`src/rtl/core/bmpd_pkg.sv`:
```
`default_nettype none
package bmpd_pkg;

  localparam int unsigned MaxStep    = 4;
  localparam int unsigned StoreDepth = MaxStep * MaxStep;
  localparam int unsigned IdxW       = $clog2(StoreDepth);
  localparam int unsigned CntW       = $clog2(StoreDepth + 1);
  localparam int unsigned CoordW     = 16;
  localparam int unsigned DepthW     = 15;
  localparam int unsigned StepW      = 3;
  localparam int unsigned CfgW       = 15;

  localparam logic [1:0] RegBlockStep = 2'd0;
  localparam logic [1:0] RegMinDepth  = 2'd1;
  localparam logic [1:0] RegMaxDepth  = 2'd2;

  // Controller to datapath.
  typedef struct packed {
    logic load;    // capture point into the input register
    logic insert;  // insert the captured point into the sorted stores
    logic open;    // captured point opens a block
    logic emit;    // load the result register
  } bmpd_cmd_t;

  // Datapath to controller.
  typedef struct packed {
    logic pt_valid;  // captured point passes the filter and fits
    logic pt_end;
  } bmpd_sts_t;

endpackage
`default_nettype wire

```
`src/rtl/core/bmpd_ctrl.sv`:
```
`default_nettype none
module bmpd_ctrl
  import bmpd_pkg::*;
(
  input  wire logic      clk_i,
  input  wire logic      rst_ni,
  input  wire logic      in_valid_i,
  output logic           in_stall_o,
  output logic           out_valid_o,
  input  wire logic      out_stall_i,
  input  wire bmpd_sts_t sts_i,
  output bmpd_cmd_t      cmd_o
);

  typedef enum logic [1:0] {
    StIdle,
    StWork,
    StFirst
  } state_e;

  state_e state_q, state_d;
  logic   out_valid_q, out_valid_d;
  logic   open_q, open_d;
  logic   accept;

  // Take a new point only when idle, unless a result is waiting and would be overwritten.
  assign in_stall_o  = (state_q != StIdle) || (out_valid_q && out_stall_i);
  assign accept      = in_valid_i && !in_stall_o;
  assign out_valid_o = out_valid_q;

  always_comb begin
    state_d     = state_q;
    out_valid_d = out_valid_q && out_stall_i;
    open_d      = open_q;
    cmd_o       = '0;
    cmd_o.load  = accept;
    case (state_q)
      StIdle: begin
        if (accept) state_d = open_q ? StWork : StFirst;
      end
      StFirst, StWork: begin
        cmd_o.open   = (state_q == StFirst);
        cmd_o.insert = sts_i.pt_valid;
        open_d       = 1'b1;
        if (sts_i.pt_end) begin
          cmd_o.emit  = 1'b1;
          out_valid_d = 1'b1;
          open_d      = 1'b0;
        end
        state_d = StIdle;
      end
      default: state_d = StIdle;
    endcase
  end

  always_ff @(posedge clk_i or negedge rst_ni) begin
    if (!rst_ni) begin
      state_q     <= StIdle;
      out_valid_q <= 1'b0;
      open_q      <= 1'b0;
    end else begin
      state_q     <= state_d;
      out_valid_q <= out_valid_d;
      open_q      <= open_d;
    end
  end

endmodule
`default_nettype wire

```
`config.mk`:
```
export PLATFORM = sky130hd
export DESIGN_NAME = bmpd_ctrl
export DESIGN_NICKNAME = d
export VERILOG_FILES = /design/src/rtl/core/bmpd_pkg.sv /design/src/rtl/core/bmpd_ctrl.sv
export SDC_FILE = /design/constraint.sdc
export NUM_CORES = 1
export LEC_CHECK = 0
export ABC_AREA = 1
export BUFFER_PORTS_ARGS = -buffer_cell sky130_fd_sc_hd__clkbuf_2
export CORE_AREA = 2 2 39 41
export DETAILED_ROUTE_END_ITERATION = 12
export DIE_AREA = 0 0 41 43
export GPL_TIMING_DRIVEN = 0
export MAX_ROUTING_LAYER = met4
export PLACE_DENSITY_LB_ADDON = 0.05
export SKIP_LAST_GASP = 1
export SLEW_MARGIN = 5
export SYNTH_ARGS = -nofsm -noshare
export SYNTH_HDL_FRONTEND = slang
export SYNTH_SLANG_ARGS = --single-unit
```
`constraint.sdc`:
```
create_clock -name clk_i -period 1.2 [get_ports clk_i]
set_clock_uncertainty 0.15 [all_clocks]
set_input_delay 0.24 -clock clk_i [delete_from_list [all_inputs] [get_ports clk_i]]
set_output_delay 0.24 -clock clk_i [all_outputs]
set_load 0.05 [all_outputs]
```
# --- After elaboration in Yosys (flattened, before gate mapping) ---
# Index checks and enable logic that the tools add are counted.
word_totals:
  regBits: 4
  latchBits: 0
  mem_bits_rw: 0
  mem_bits_ro: 0
  input_bits: 6
  out_inout_bits: 6
  wordCells: 21
  mem_count: 0
op_classes:
  n_addsub: 0
  mul: 0
  n_div: 0
  n_lt_le_gt_ge: 0
  n_eq_ne: 3
  shift: 0
  muxes: 8
  bitwise: 0
  n_reduce_logical: 7
op_table:
  columns: ["cell", "n"]
  rows:
  - ["$mux 2", 3]
  - ["$mux 1", 4]
  - ["$mux 3", 1]
  - ["$eq 2x1->1 const B", 1]
  - ["$eq 2x2->1 const B", 1]
  - ["$logic_and 1x1->1", 2]
  - ["$logic_not 2->1", 1]
  - ["$ne 2x2->1 const B", 1]
  - ["$reduce_bool 2->1", 1]
  - ["$reduce_or 2->1", 1]
  - ["$logic_not 1->1", 1]
  - ["$logic_or 1x1->1", 1]

# --- Longest topological paths before layout ---
logic_depth:
  depth_word: 6
  depth_mapped: 6
  depth_no_buf: 6

# --- Worst setup path after synthesis ---
# OpenSTA, ideal clock, no wires.
synth_timing:
  kind: "register to output"
  start: "reg out_valid_q, in the netlist out_valid_o"
  end: "out in_stall_o"
  arrival_ns: 1.124
  required_time_ns: 0.810
  setup_slack_ns: -0.314
  path_stages_with_launch: 3
  n_path_buf: 0
  path_cell_list: "dfrtp_1 -> nand2_2 -> nand2_1"
synth_via:
  elab_chain_cells: 2
synth_lines:
  columns: ["element", "line", "source"]
  rows:
  - ["start: declaration", "bmpd_ctrl.sv:22", "logic out_valid_q, out_valid_d;"]
  - ["start signal: assignment", "bmpd_ctrl.sv:63", "out_valid_q <= out_valid_d;"]
  - ["$logic_and 1x1->1", "bmpd_ctrl.sv:27", "assign in_stall_o = (state_q != StIdle) || (out_valid_q && out_stall_i);"]
  - ["$logic_or 1x1->1", "bmpd_ctrl.sv:27", null]
  - ["end: declaration", "bmpd_ctrl.sv:8", "output logic in_stall_o,"]
# No other way between the ends.

==> results by group <==
Synthesis
  • #FFs+latches synth: 4
  • Syn Area/Cell: 7.81 sq um
  • Yosys cell types: 9
  • XOR/XNOR share of the synthesized area: 0%
  • Post-Synthesis Cells: 29
  • Synth Area in Compound Gates: 0%
  • Yosys warns: 0
  • Synth Area in Simple Gates: 29.8%
  • Mux contribution to synthesized area: 0%
  • Synthesized cell area: 226 sq um
  • Synth Area in Adders: 11.0%
  • Post-synthesis sequential area ratio: 44.2%
  • Combinational family with the most area after synthesis: simple AND/OR/NAND/NOR gates
  • Syn Nets: 37

STA
  • Hold Vio Cnt, Final: 0
  • Achievable Freq: 607 MHz
  • Setup_tns: -2.04 ns
  • Max-slew violations: 0
  • Final setup margin: -0.447 ns
  • Worst-margin pin slew: 0.155 ns
  • Crit share post-route: 137%
  • Final setup violation count: 8
  • RSZ-0062 raised after global routing: yes
  • Slew HR: 89.6%
  • Fin crit period: 1.65 ns

Critical path
  • CP Capture Type: primary output
  • RR Startpoint: state_q[0]
  • Worst Path Required: 0.81 ns
  • R2R Path End: state_q[1]
  • CP Data Arrival Time: 1.26 ns
  • R2r setup slk: -0.03 ns
  • Crit path kind: reg2out
  • Worst R2R Path Depth: 6
  • Startpoint type of the worst setup path: flop
  • Crit-path max FO: 3

Clock tree
  • Clock Root Buffer: clkbuf_4
  • Total CTS buffers: 3
  • CTS max path bufs: 2
  • H-Tree Depth: 1
  • CTS tree: done
  • Clk Latency, worst-skew pair: 0.24 ns
  • Clk pin slew, worst setup/hold paths: 0.05 ns
  • Sinks on Clock Net: 4

Floorplanning
  • I/O pins: 12
  • Die area: 0.00176 sq mm
  • Die Y: 43 um
  • Initial Utilization: 16.4%
  • Die Wd: 41 um
  • Row cnt: 14
  • CORE AREA: 0.00138 sq mm

Layout
  • Finished Layout Cells: 68
  • Post-layout util: 39.3%
  • Layout Nets: 61
  • Fill cells: 149
  • Diode count: 0
  • Area Growth Syn to Fin: 140%
  • Layout cell share with drive strength beyond 1: 67.3%
  • Final std cell area, no fill: 544 sq um

Place
  • Placed inst area: 343 sq um
  • Port bufs: 11
  • Placed cell count: 56
  • Routability Congestion: 0.577
  • Placed wire-length estimate: 400 um
  • Pre-CTS setup slack: -0.327 ns

Route
  • Initial drt markers: 0
  • Wirelength per Cell: 9.04 um
  • Routed vias/inst: 3.78
  • Routed Antenna Nets: 0
  • DRC viols: 0
  • First drt pass iteration count: 1
  • Post-Route WL: 615 um
  • Via count: 257

Power and ir drop
  • PwrDens: 3310 mW/mm^2
  • Maximum VDD drop: 972 uV
  • Leakage: 0.276 nW

Hold path
  • Hold path depth: 3
  • Hold Path End: out_valid_o
  • HP Class: in2reg
  • Min-delay src: out_stall_i

Global routing
  • Global-route wire length before repair: 979 um
  • Gr ovfl total: 0
  • Initial antenna violation count: 0
  • Largest net degree at the start of global routing: 5
  • Number of global-route vias before repair: 254
  • GRT Util Overall: 9.30%

Status
  • Outcome: finished with violations
  • Failing checks: negative setup slack

Run
  • Number of max-cap violations: 0
Yosys cell counts:
master,count,area (sq um)
nor2_1,2,7.51
nand3_2,1,10.0
buf_4,1,7.51
nand2_2,1,6.26
ha_1,2,25.0
nand4_1,1,6.26
nand2_1,10,37.5
inv_1,7,26.3
dfrtp_1,4,100
area by class of cell:
type,count,area (sq um),area share (%)
Timing Repair Buffer,19,205,37.7
Multi-Input combinational cell,17,143,26.2
Sequential cell,4,101,18.6
Inverter,7,33.8,6.21
Clock buffer,4,26.3,4.83
Tap cell,16,20.0,3.68
Buffer,1,15.0,2.76
logic make-up after synthesis:
logic type,count (synthesis)
and+or+nand+nor,15
buffers and inverters,8
DFF,4
adders and majority gates,2
worst max-delay path, stage by stage (launching register included):
cell and delay (ns):
dfrtp_1 0.39, inv_2 0.08, ha_4 0.22, nand2_4 0.07
clkinvlp_4 0.10, buf_8 0.16
registers in the layout, summed over array words and instances (netlist names):
signal / count
open_q: 1
out_valid_o: 1
state_q: 2
what timing repair did:
item	4_1_cts	5_1_grt
setup endpoints to repair	6	8
pin swaps	2	2
hold buffers	1	0
buffers inserted	3	5
gates resized for setup	17	7
endpoints found under the hold margin	4	0
placed cells by master, fill, tap and decap left out, types with 2 or more instances in the layout:
master      instances
buf_4               5
buf_6               2
buf_8               5
clkbuf_16           2
clkbuf_2            5
clkbuf_4            3
clkinvlp_4          2
dfrtp_1             3
ha_4                2
inv_1               2
inv_2               3
nand2_1             7
nand2_2             2
nand2_4             2
nor2_1              2
worst max path at each step:
| stage | slack (ns) | endpoint | cells past startpoint | startpoint |
|---|---|---|---|---|
| after detailed placement | -0.33 | cmd_o[3] | 6 | state_q[0] |
| after CTS | -0.44 | cmd_o[2] | 5 | state_q[0] |
| final | -0.45 | cmd_o[0] | 5 | state_q[0] |
| after global routing | -0.51 | cmd_o[0] | 5 | state_q[0] |
| after global placement | -0.33 | cmd_o[3] | 6 | state_q[0] |
| after floorplan | -0.14 | cmd_o[2] | 4 | state_q[0] |
power breakdown:
part           switching, mW  leakage (nW)  internal (mW)
combinational          0.691         0.213          0.669
clock                 0.0705        0.0150          0.126
sequential            0.0459        0.0480          0.200
total                  0.808         0.276          0.995
routing by layer:
| metal | GRT usage [%] | part of all wire [%] | vias up |
|---|---|---|---|
| li1 | - | - | 130 |
| met1 | 9.45 | 37 | 114 |
| met2 | 12.5 | 53 | 9 |
| met3 | 1.57 | 5.7 | 4 |
| met4 | 12.0 | 4.1 | 0 |
| met5 | - | 0 | - |
per-stage QoR:
stage	hold WS, ns	power, mW
after CTS	0.0893	1.63
after global routing	0.166	1.92
final	0.159	1.80
after detailed placement	-0.0959	1.10
after global placement	-0.0946	1.10
after floorplan	-0.206	0.961
Power figures use the tool's default switching activity.
