[config.mk]
export PLATFORM = sky130hd
export DESIGN_NAME = bmpd_datapath
export DESIGN_NICKNAME = d
export VERILOG_FILES = /design/src/rtl/core/bmpd_pkg.sv /design/src/rtl/core/bmpd_datapath.sv
export SDC_FILE = /design/constraint.sdc
export NUM_CORES = 2
export LEC_CHECK = 0
export BUFFER_PORTS_ARGS = -buffer_cell sky130_fd_sc_hd__buf_2
export CAP_MARGIN = 20
export CORE_MARGIN = 2
export CORE_UTILIZATION = 44
export CTS_BUF_LIST = sky130_fd_sc_hd__clkbuf_2
export CTS_CLUSTER_SIZE = 12
export DETAILED_ROUTE_END_ITERATION = 12
export GPL_TIMING_DRIVEN = 0
export PLACE_DENSITY = 0.55
export SLEW_MARGIN = 15
export SYNTH_ARGS = -nofsm -noshare
export SYNTH_HDL_FRONTEND = slang
export SYNTH_SLANG_ARGS = --single-unit
export TNS_END_PERCENT = 20
[constraint.sdc]
create_clock -name clk_i -period 8 [get_ports clk_i]
set_clock_uncertainty 0.05 [all_clocks]
set_input_delay 1.2 -clock clk_i [delete_from_list [all_inputs] [get_ports clk_i]]
set_output_delay 1.2 -clock clk_i [all_outputs]
set_load 0.05 [all_outputs]
[src/rtl/core/bmpd_pkg.sv]
`default_nettype none
package bmpd_pkg;

  localparam int unsigned MaxStep    = 4;
  localparam int unsigned StoreDepth = MaxStep * MaxStep;
  localparam int unsigned IdxW       = $clog2(StoreDepth);
  localparam int unsigned CntW       = $clog2(StoreDepth + 1);
  localparam int unsigned CoordW     = 16;
  localparam int unsigned DepthW     = 15;
  localparam int unsigned StepW      = 3;
  localparam int unsigned CfgW       = 15;

  localparam logic [1:0] RegBlockStep = 2'd0;
  localparam logic [1:0] RegMinDepth  = 2'd1;
  localparam logic [1:0] RegMaxDepth  = 2'd2;

  // Controller to datapath.
  typedef struct packed {
    logic load;    // capture point into the input register
    logic insert;  // insert the captured point into the sorted stores
    logic open;    // captured point opens a block
    logic emit;    // load the result register
  } bmpd_cmd_t;

  // Datapath to controller.
  typedef struct packed {
    logic pt_valid;  // captured point passes the filter and fits
    logic pt_end;
  } bmpd_sts_t;

endpackage
`default_nettype wire

[src/rtl/core/bmpd_datapath.sv]
`default_nettype none
module bmpd_datapath
  import bmpd_pkg::*;
(
  input  wire logic                     clk_i,
  input  wire logic                     rst_ni,
  input  wire bmpd_cmd_t                cmd_i,
  output bmpd_sts_t                     sts_o,
  input  wire logic [StepW-1:0]         block_step_i,
  input  wire logic [DepthW-1:0]        min_depth_i,
  input  wire logic [DepthW-1:0]        max_depth_i,
  input  wire logic signed [CoordW-1:0] coord_x_i,
  input  wire logic signed [CoordW-1:0] coord_y_i,
  input  wire logic signed [CoordW-1:0] coord_z_i,
  input  wire logic                     is_finite_i,
  input  wire logic                     block_end_i,
  output logic signed [CoordW-1:0]      rep_x_o,
  output logic signed [CoordW-1:0]      rep_y_o,
  output logic signed [CoordW-1:0]      rep_z_o,
  output logic                          rep_finite_o,
  output logic                          passed_through_o
);

  logic signed [CoordW-1:0] px_q, py_q, pz_q;
  logic                     pfin_q, pend_q;
  logic signed [CoordW-1:0] xs_q [StoreDepth];
  logic signed [CoordW-1:0] ys_q [StoreDepth];
  logic signed [CoordW-1:0] zs_q [StoreDepth];
  logic [CntW-1:0]          cnt_q, cnt_d, cnt_base;
  logic signed [CoordW-1:0] fx_q, fy_q, fz_q;
  logic                     ffin_q;
  logic [StepW-1:0]         step;
  logic [CntW-1:0]          cap;
  logic                     in_range;
  logic [IdxW-1:0]          mid;
  logic signed [CoordW-1:0] fx, fy, fz;
  logic                     ffin;

  always_comb begin
    step = block_step_i;
    if (step == '0) step = StepW'(1);
    if (step > StepW'(MaxStep)) step = StepW'(MaxStep);
    cap = CntW'(step) * CntW'(step);
  end

  assign in_range = pfin_q
                 && ($signed({1'b0, min_depth_i}) < pz_q)
                 && (pz_q < $signed({1'b0, max_depth_i}));
  assign cnt_base = cmd_i.open ? '0 : cnt_q;
  assign sts_o.pt_valid = in_range && (cnt_base < cap);
  assign sts_o.pt_end   = pend_q;
  assign cnt_d          = cnt_base + CntW'(cmd_i.insert);

  // First point of the block, taken straight from the capture register while it opens the block.
  assign fx   = cmd_i.open ? px_q : fx_q;
  assign fy   = cmd_i.open ? py_q : fy_q;
  assign fz   = cmd_i.open ? pz_q : fz_q;
  assign ffin = cmd_i.open ? pfin_q : ffin_q;
  assign mid  = IdxW'(cnt_d >> 1);

  always_ff @(posedge clk_i or negedge rst_ni) begin
    if (!rst_ni) begin
      cnt_q <= '0;
    end else if (cmd_i.load || cmd_i.emit || cmd_i.insert || cmd_i.open) begin
      if (!cmd_i.load) cnt_q <= cnt_d;
    end
  end

  always_ff @(posedge clk_i) begin
    if (cmd_i.load) begin
      px_q   <= coord_x_i;
      py_q   <= coord_y_i;
      pz_q   <= coord_z_i;
      pfin_q <= is_finite_i;
      pend_q <= block_end_i;
    end
    if (cmd_i.open) begin
      fx_q   <= px_q;
      fy_q   <= py_q;
      fz_q   <= pz_q;
      ffin_q <= pfin_q;
    end
    // Sorted insert: each cell shifts up when its left neighbor is larger.
    if (cmd_i.insert) begin
      for (int i = 0; i < StoreDepth; i++) begin
        if (CntW'(i) <= cnt_base) begin
          if (i > 0 && xs_q[(i > 0) ? i - 1 : 0] > px_q) xs_q[i] <= xs_q[(i > 0) ? i - 1 : 0];
          else if (CntW'(i) == cnt_base || xs_q[i] > px_q) xs_q[i] <= px_q;
          if (i > 0 && ys_q[(i > 0) ? i - 1 : 0] > py_q) ys_q[i] <= ys_q[(i > 0) ? i - 1 : 0];
          else if (CntW'(i) == cnt_base || ys_q[i] > py_q) ys_q[i] <= py_q;
          if (i > 0 && zs_q[(i > 0) ? i - 1 : 0] > pz_q) zs_q[i] <= zs_q[(i > 0) ? i - 1 : 0];
          else if (CntW'(i) == cnt_base || zs_q[i] > pz_q) zs_q[i] <= pz_q;
        end
      end
    end
  end

  // Median after this insert: compute from pre-insert store at emit time.
  logic signed [CoordW-1:0] mx, my, mz;
  always_comb begin
    mx = xs_q[mid];
    my = ys_q[mid];
    mz = zs_q[mid];
    if (cmd_i.insert) begin
      // Element at mid in the post-insert order.
      if (mid == IdxW'(0)) begin
        if (xs_q[0] > px_q || cnt_base == '0) mx = px_q;
        if (ys_q[0] > py_q || cnt_base == '0) my = py_q;
        if (zs_q[0] > pz_q || cnt_base == '0) mz = pz_q;
      end else begin
        if (CntW'(mid) == cnt_base || xs_q[mid] > px_q)
          mx = (xs_q[mid - IdxW'(1)] > px_q) ? xs_q[mid - IdxW'(1)] : px_q;
        if (CntW'(mid) == cnt_base || ys_q[mid] > py_q)
          my = (ys_q[mid - IdxW'(1)] > py_q) ? ys_q[mid - IdxW'(1)] : py_q;
        if (CntW'(mid) == cnt_base || zs_q[mid] > pz_q)
          mz = (zs_q[mid - IdxW'(1)] > pz_q) ? zs_q[mid - IdxW'(1)] : pz_q;
      end
    end
  end

  always_ff @(posedge clk_i) begin
    if (cmd_i.emit) begin
      if (cnt_d != '0) begin
        rep_x_o <= mx; rep_y_o <= my; rep_z_o <= mz;
        rep_finite_o <= 1'b1; passed_through_o <= 1'b0;
      end else begin
        rep_x_o <= fx; rep_y_o <= fy; rep_z_o <= fz;
        rep_finite_o <= ffin; passed_through_o <= 1'b1;
      end
    end
  end

endmodule
`default_nettype wire

# Yosys cells after proc, flatten, opt, wreduce, memory -nomap -nowiden
# Memories as Yosys holds them, arrays and structs flattened.
# Index checks and enable logic that the tools add are counted.
# W data, S select, Z words.
# totals
register_bits	154
ramBits	768
input_bits	89
out_inout_bits	52
wordCells	707
n_memories	3
# memory_table
name	words	word_bits	rd	rd_ports_with_merged_regs	write_ports	line	text
xs_q	16	16	18	0	16	bmpd_datapath.sv:26	logic signed [CoordW-1:0] xs_q [StoreDepth];
ys_q	16	16	18	0	16	bmpd_datapath.sv:27	logic signed [CoordW-1:0] ys_q [StoreDepth];
zs_q	16	16	18	0	16	bmpd_datapath.sv:28	logic signed [CoordW-1:0] zs_q [StoreDepth];
# op_classes
n_addsub	2
n_mul	1
order_cmp	74
eq_ne	16
mux	488
bitwise_logic	46
n_reduce_logical	62
# op_table
operator	n
$mux W16	66
$gt A16 B16 Y1	54
$mux W1	419
$logic_or A1 B1 Y1	54
$or A1 B1 Y1	45
$eq A4 B5 Y1 const A	8
$le A4 B5 Y1 const A	8
$lt A16 B16 Y1	2
$eq A3 B5 Y1 const A	4
$le A3 B5 Y1 const A	4
$eq A2 B5 Y1 const A	2
$le A1 B5 Y1 const A	2
$le A2 B5 Y1 const A	2
$mux W3	2
$add A5 B1 Y5	1
$eq A1 B5 Y1 const A	1
$eq A4 B5 Y1	1
$logic_not A5 Y1	1
$lt A5 B5 Y1	1
$mul A3 B3 Y5	1
$mux W5	1
$reduce_bool A5 Y1	1
$logic_not A4 Y1	1
$sub A4 B1 Y4 const B	1
5 further kinds	7

# Logic depth before layout (Yosys ltp)
# An unclocked memory read counts as a cell.
# depth
word_depth	10
depth_mapped	27
depth_no_buf	21

# Least setup slack after synthesis
# Ideal clock, no wire load.
# synth_timing
kind	input to register
start	input cmd_i[1] in the netlist's numbering
end	register rep_x_o[10], data pin
setup_time_ps	167
arrival_time_ps	6987
required_ps	7783
setup_slack_ps	796
path_stages	25
n_path_buf	7
path_cell_list	nand2b_1 > inv_1 > ha_1 > ha_1 > buf_4 > xnor2_4 > inv_2 > clkbuf_1 > ha_1 > buf_2 > buf_1 > clkbuf_1 > mux4_2 > mux4_2 > ha_1 > nand4_1 > nor4_1 > a21boi_0 > a211oi_1 > o21ai_0 > nand2b_1 > clkbuf_1 > clkbuf_1 > o22ai_1 > a211oi_1
# synth_between
elab_chain_len	10
word_cells_on_any_way	19
cone_classes	2 x add/sub; 2 x order compare; 1 x eq/ne; 8 x mux; 5 x reduce/logical; 1 x memory
# synth_rtl
item	line	text
start: declaration	bmpd_datapath.sv:7	input wire bmpd_cmd_t cmd_i,
$mux W5	bmpd_datapath.sv:49	assign cnt_base = cmd_i.open ? '0 : cnt_q;
$add A5 B1 Y5	bmpd_datapath.sv:52	assign cnt_d = cnt_base + CntW'(cmd_i.insert);
$sub A4 B1 Y4	bmpd_datapath.sv:112	mx = (xs_q[mid - IdxW'(1)] > px_q) ? xs_q[mid - IdxW'(1)] : px_q;
$mem_v2 Z16 W16	--	
$gt A16 B16 Y1	bmpd_datapath.sv:112	
$mux W16	bmpd_datapath.sv:112	
$mux W16	bmpd_datapath.sv:111	if (CntW'(mid) == cnt_base || xs_q[mid] > px_q)
$mux W16	bmpd_datapath.sv:106	if (mid == IdxW'(0)) begin
$mux W16	bmpd_datapath.sv:104	if (cmd_i.insert) begin
$mux W16 (*)	bmpd_datapath.sv:123	if (cnt_d != '0) begin
end signal: assignment	bmpd_datapath.sv:124	rep_x_o <= mx; rep_y_o <= my; rep_z_o <= mz;
end: declaration	bmpd_datapath.sv:17	output logic signed [CoordW-1:0] rep_x_o,
# Mark *: on every way between the ends. The rest lies on a longest branch, timed or not.
# A chain may end at the register's enable or synchronous reset.

# Worst setup path after layout
# layout_timing
start	register cnt_q[0]
end	register rep_x_o[3], data pin
# layout_between
elab_chain_len	10
word_cells_on_any_way	18
cone_classes	2 x add/sub; 2 x order compare; 1 x eq/ne; 7 x mux; 5 x reduce/logical; 1 x memory
# layout_rtl
item	line	text
start: declaration	bmpd_datapath.sv:29	logic [CntW-1:0] cnt_q, cnt_d, cnt_base;
start signal: assignment	bmpd_datapath.sv:65	if (!cmd_i.load) cnt_q <= cnt_d;
$mux W5 (*)	bmpd_datapath.sv:49	
$add A5 B1 Y5 (*)	bmpd_datapath.sv:52	
via cnt_d[1]	bmpd_datapath.sv:29	
$sub A4 B1 Y4	bmpd_datapath.sv:112	
$mem_v2 Z16 W16	--	
$gt A16 B16 Y1	bmpd_datapath.sv:112	
$mux W16	bmpd_datapath.sv:112	
$mux W16	bmpd_datapath.sv:111	
$mux W16	bmpd_datapath.sv:106	
$mux W16	bmpd_datapath.sv:104	
$mux W16 (*)	bmpd_datapath.sv:123	
# Mark *: on every way through the listed nets, which the timed path passes. The rest lies on a longest branch.

==> out/metrics.yaml <==
status: "complete, but fails checks"
violations: "negative setup slack"
clkPwrFrac_pct: 25.2
clockBufferDepth: 4
dp.cells: 8197
wl_per_cell_um: 33.7
cts_tree: "done"
synthArstFlopShare_pct: 0.542
vias: 57800
drcViolationCount: 0
ys_types: 107
synth.most_common_cell: "ha_1"
cp_cell_sequence: "nand2b_1, inv_1, ha_1, ha_1, buf_2, inv_1, buf_4, buf_6, ha_2, buf_4, buf_6, clkbuf_4, mux4_2, mux4_2, ha_1, nand4_1, nor4_4, a21boi_2, a211oi_1, o21ai_2, nand2b_2, o22ai_1, a211oi_1"
ant_nets: 0
worstMarginPinSlew_ns: 1.37
worstSetupEndpoint: "rep_x_o[3]"
power_density_mw_per_mm2: 199
fin_cells: 8822
pwr-share-seq_pct: 36.0
antenna_found_initial: 13
synth_edf_count: 868
clock_latency_ns: 1.95
h-tree-depth: 5
p_int_uw: 9410
dieArea_mm2: 0.167
rsz0062_at_grt: "yes"
period_share_pct: 101
initialDrtViolationCount: 6882
swShare_pct: 41.2
leakagePower_uw: 0.0313
worst_path_dominant_cell_family: "buffers and inverters"
finalSetupTns_ns: -0.225
min_path_type: "in -> reg"
rrSetupSlack_ns: -0.05
die_height_um: 409
die_w_um: 409
via_per_inst: 6.55
grt_pass1_vias: 56700
cts_root_buf: "clkbuf_2"
cts.sinks: 922
slew_headroom_pct: 8.44
start_util_pct: 44.3
synth_commonest_cells: "898 x ha_1, 868 x edfxtp_1, 785 x mux2_2"
grt_max_degree: 46
cpMaxStageDelayCell: "a211oi_1"
grt_overflow_total: 0
rr_startpoint: "cnt_q[0]"
rows: 148
worst-r2r-cell-count: 23
core_area_mm2: 0.163
cp_num_cells: 23
fin_crit_ns: 8.05
power_uw: 16000
design_area_mm2: 0.0803
drive_gt1_share_pct: 31.9
cp_data_arrival_time_ns: 9.52
synthFlopType: "edfxtp_1"
clk_pin_slew_ns: 0.11
numCtsBuffers: 299
startpoint: "cnt_q[0]"
whs_path_depth: 2
max_cap_viol_count: 0
combinationalPowerShare_pct: 38.9
first_pass_iters: 8
crit_buf_inv: 8
ir_drop_mv: 0.201
dp_hpwl_mm: 238
syn_area_mm2: 0.0720
max_freq_mhz: 124
drv_slew: 0
critPathKind: "reg -> reg"
grt_pass1_wl_mm: 418
seq_area_frac_synth_pct: 37.7
placed_area_mm2: 0.0764
end_kind: "flip-flop"
layout.nets: 7425
start_kind: "flip-flop"
ios: 141
finalHoldViolCount: 0
reg2reg_to: "rep_x_o[3]"
syn_area_per_cell_um2: 12.3
setup_ws_ns: -0.0541
synth_cells: 5832
ys_seq_elements: 922
yosysWarningCount: 0
fillers: 14900
crit_top_cell: "ha_1"
synthDominantCellAreaShare_pct: 36.2
wl_mm: 297
critical_path_peak_fanout: 10
area_delta_synth_final_pct: 11.5
setup_viol: 7
cp.required_ns: 9.46
grt_usage_pct: 35.0
portBuffers: 140
syn-num-nets: 6819
cp_slowest_stage_delay_ns: 0.73
switching_power_uw: 6600
synthTopCellsByArea: "edfxtp_1 36%, ha_1 16%, mux2_2 12%, mux4_2 11%, a21oi_1 2.2%"
post-place-ws_ns: -3.63
gp_congestion: 0.988
netlist.top_cell.by_area: "edfxtp_1"
==> worst register-to-register path, delay by kind of cell, from the launching register on <==
kind	cells	cell delay, ns
flops	1	0.42
buf+inv	8	2.12
compound gates	5	1.55
mux	2	1.02
simple gates	4	1.24
fa+ha+maj	4	1.27
==> flip-flops by register name (all words and copies together) (netlist names), 16 cells and up <==
signal,flops
xs_q,256
fy_q,16
fz_q,16
rep_z_o,16
rep_y_o,16
px_q,16
pz_q,16
zs_q,256
rep_x_o,16
fx_q,16
ys_q,256
py_q,16
==> timing repair <==
item	in CTS	in global routing
endpoints found under the setup margin	48	37
hold buffers	106	0
hold endpoints to repair	175	0
resized for setup	43	19
pin swaps	2	1
buffers inserted	3	2
==> power by group through the flow <==
stage               Clock, uW  Sequential [uW]  Combinational (uW)
global placement            0             5870                5780
floorplan                   0             6000                3540
finish                   4030             5760                6220
CTS                      4100             5760                6030
detailed placement          0             5870                5920
global route             4330             5780                6520
==> worst min-delay path by stage <==
stage,endpoint,slack [ns],start
2_1_floorplan,zs_q[0][15],0.37,pz_q[15]
3_3_place_gp,zs_q[0][15],0.38,pz_q[15]
3_5_place_dp,zs_q[0][15],0.39,pz_q[15]
4_1_cts,py_q[4],0.06,cmd_i[3]
5_1_grt,py_q[4],0.16,cmd_i[3]
6_report,py_q[4],0.24,cmd_i[3]
==> routing by layer <==
metal	vias to the layer above	GRT usage, %	routed length, um
li1	24900	-	-
met1	28900	45.0	118000
met2	3244	54.3	134000
met3	751	7.90	26800
met4	8	20.2	19000
met5	-	0	198
==> final cells by class <==
| class | count | area [um^2] | area share, % |
|---|---|---|---|
| flip-flops and latches | 922 | 27200 | 33.8 |
| diodes | 9 | 22.5 | 0.0280 |
| inverters | 196 | 738 | 0.919 |
| plain buffers | 312 | 1610 | 2.00 |
| clock inverters | 56 | 324 | 0.404 |
| repair buffers | 308 | 2530 | 3.15 |
| well taps | 2175 | 2720 | 3.39 |
| multi-input cells | 4399 | 43000 | 53.5 |
| clock buffers | 445 | 2230 | 2.77 |
==> kinds of logic after synthesis <==
logic type               synth area share [%]
XOR/XNOR                                0.132
AND/OR/NAND/NOR                          7.84
multiplexers                             25.0
adder cells (fa/ha/maj)                  15.6
AO/OA/AOI/OAI                            10.6
buffers and inverters                    3.19
flip-flops                               37.7
==> stage by stage <==
stage	util, %	hold WS [ns]
final	49.4	0.238
after global routing	49.4	0.158
after CTS	49.3	0.0626
after detailed placement	47.0	0.386
after global placement	46.4	0.381
after floorplan	-	0.374
==> layout by cell type (no fill, tap or decap), types with 16 or more instances in the layout <==
master	n
clkbuf_1	117
nand4_1	167
a222oi_1	32
o21ai_0	139
buf_6	52
mux2i_1	111
mux2_1	23
or3_1	25
o31ai_1	16
a21oi_1	295
mux2_2	785
nor2_1	168
buf_4	47
clkinv_1	45
o21bai_1	18
nor2_2	16
clkbuf_2	462
o211ai_1	29
buf_2	246
inv_1	190
o221ai_1	34
or2_2	19
o21ai_1	21
edfxtp_1	868
nand2_1	229
a211oi_1	43
nor4_1	18
o21a_1	55
mux4_2	337
nor2b_1	85
dlygate4sd3_1	106
nor3_1	82
a31oi_1	18
o22ai_1	95
nand2b_1	49
a21o_1	182
a21oi_2	21
dfxtp_1	49
nand3_1	127
ha_1	897
(Power assumes the default switching activity.)
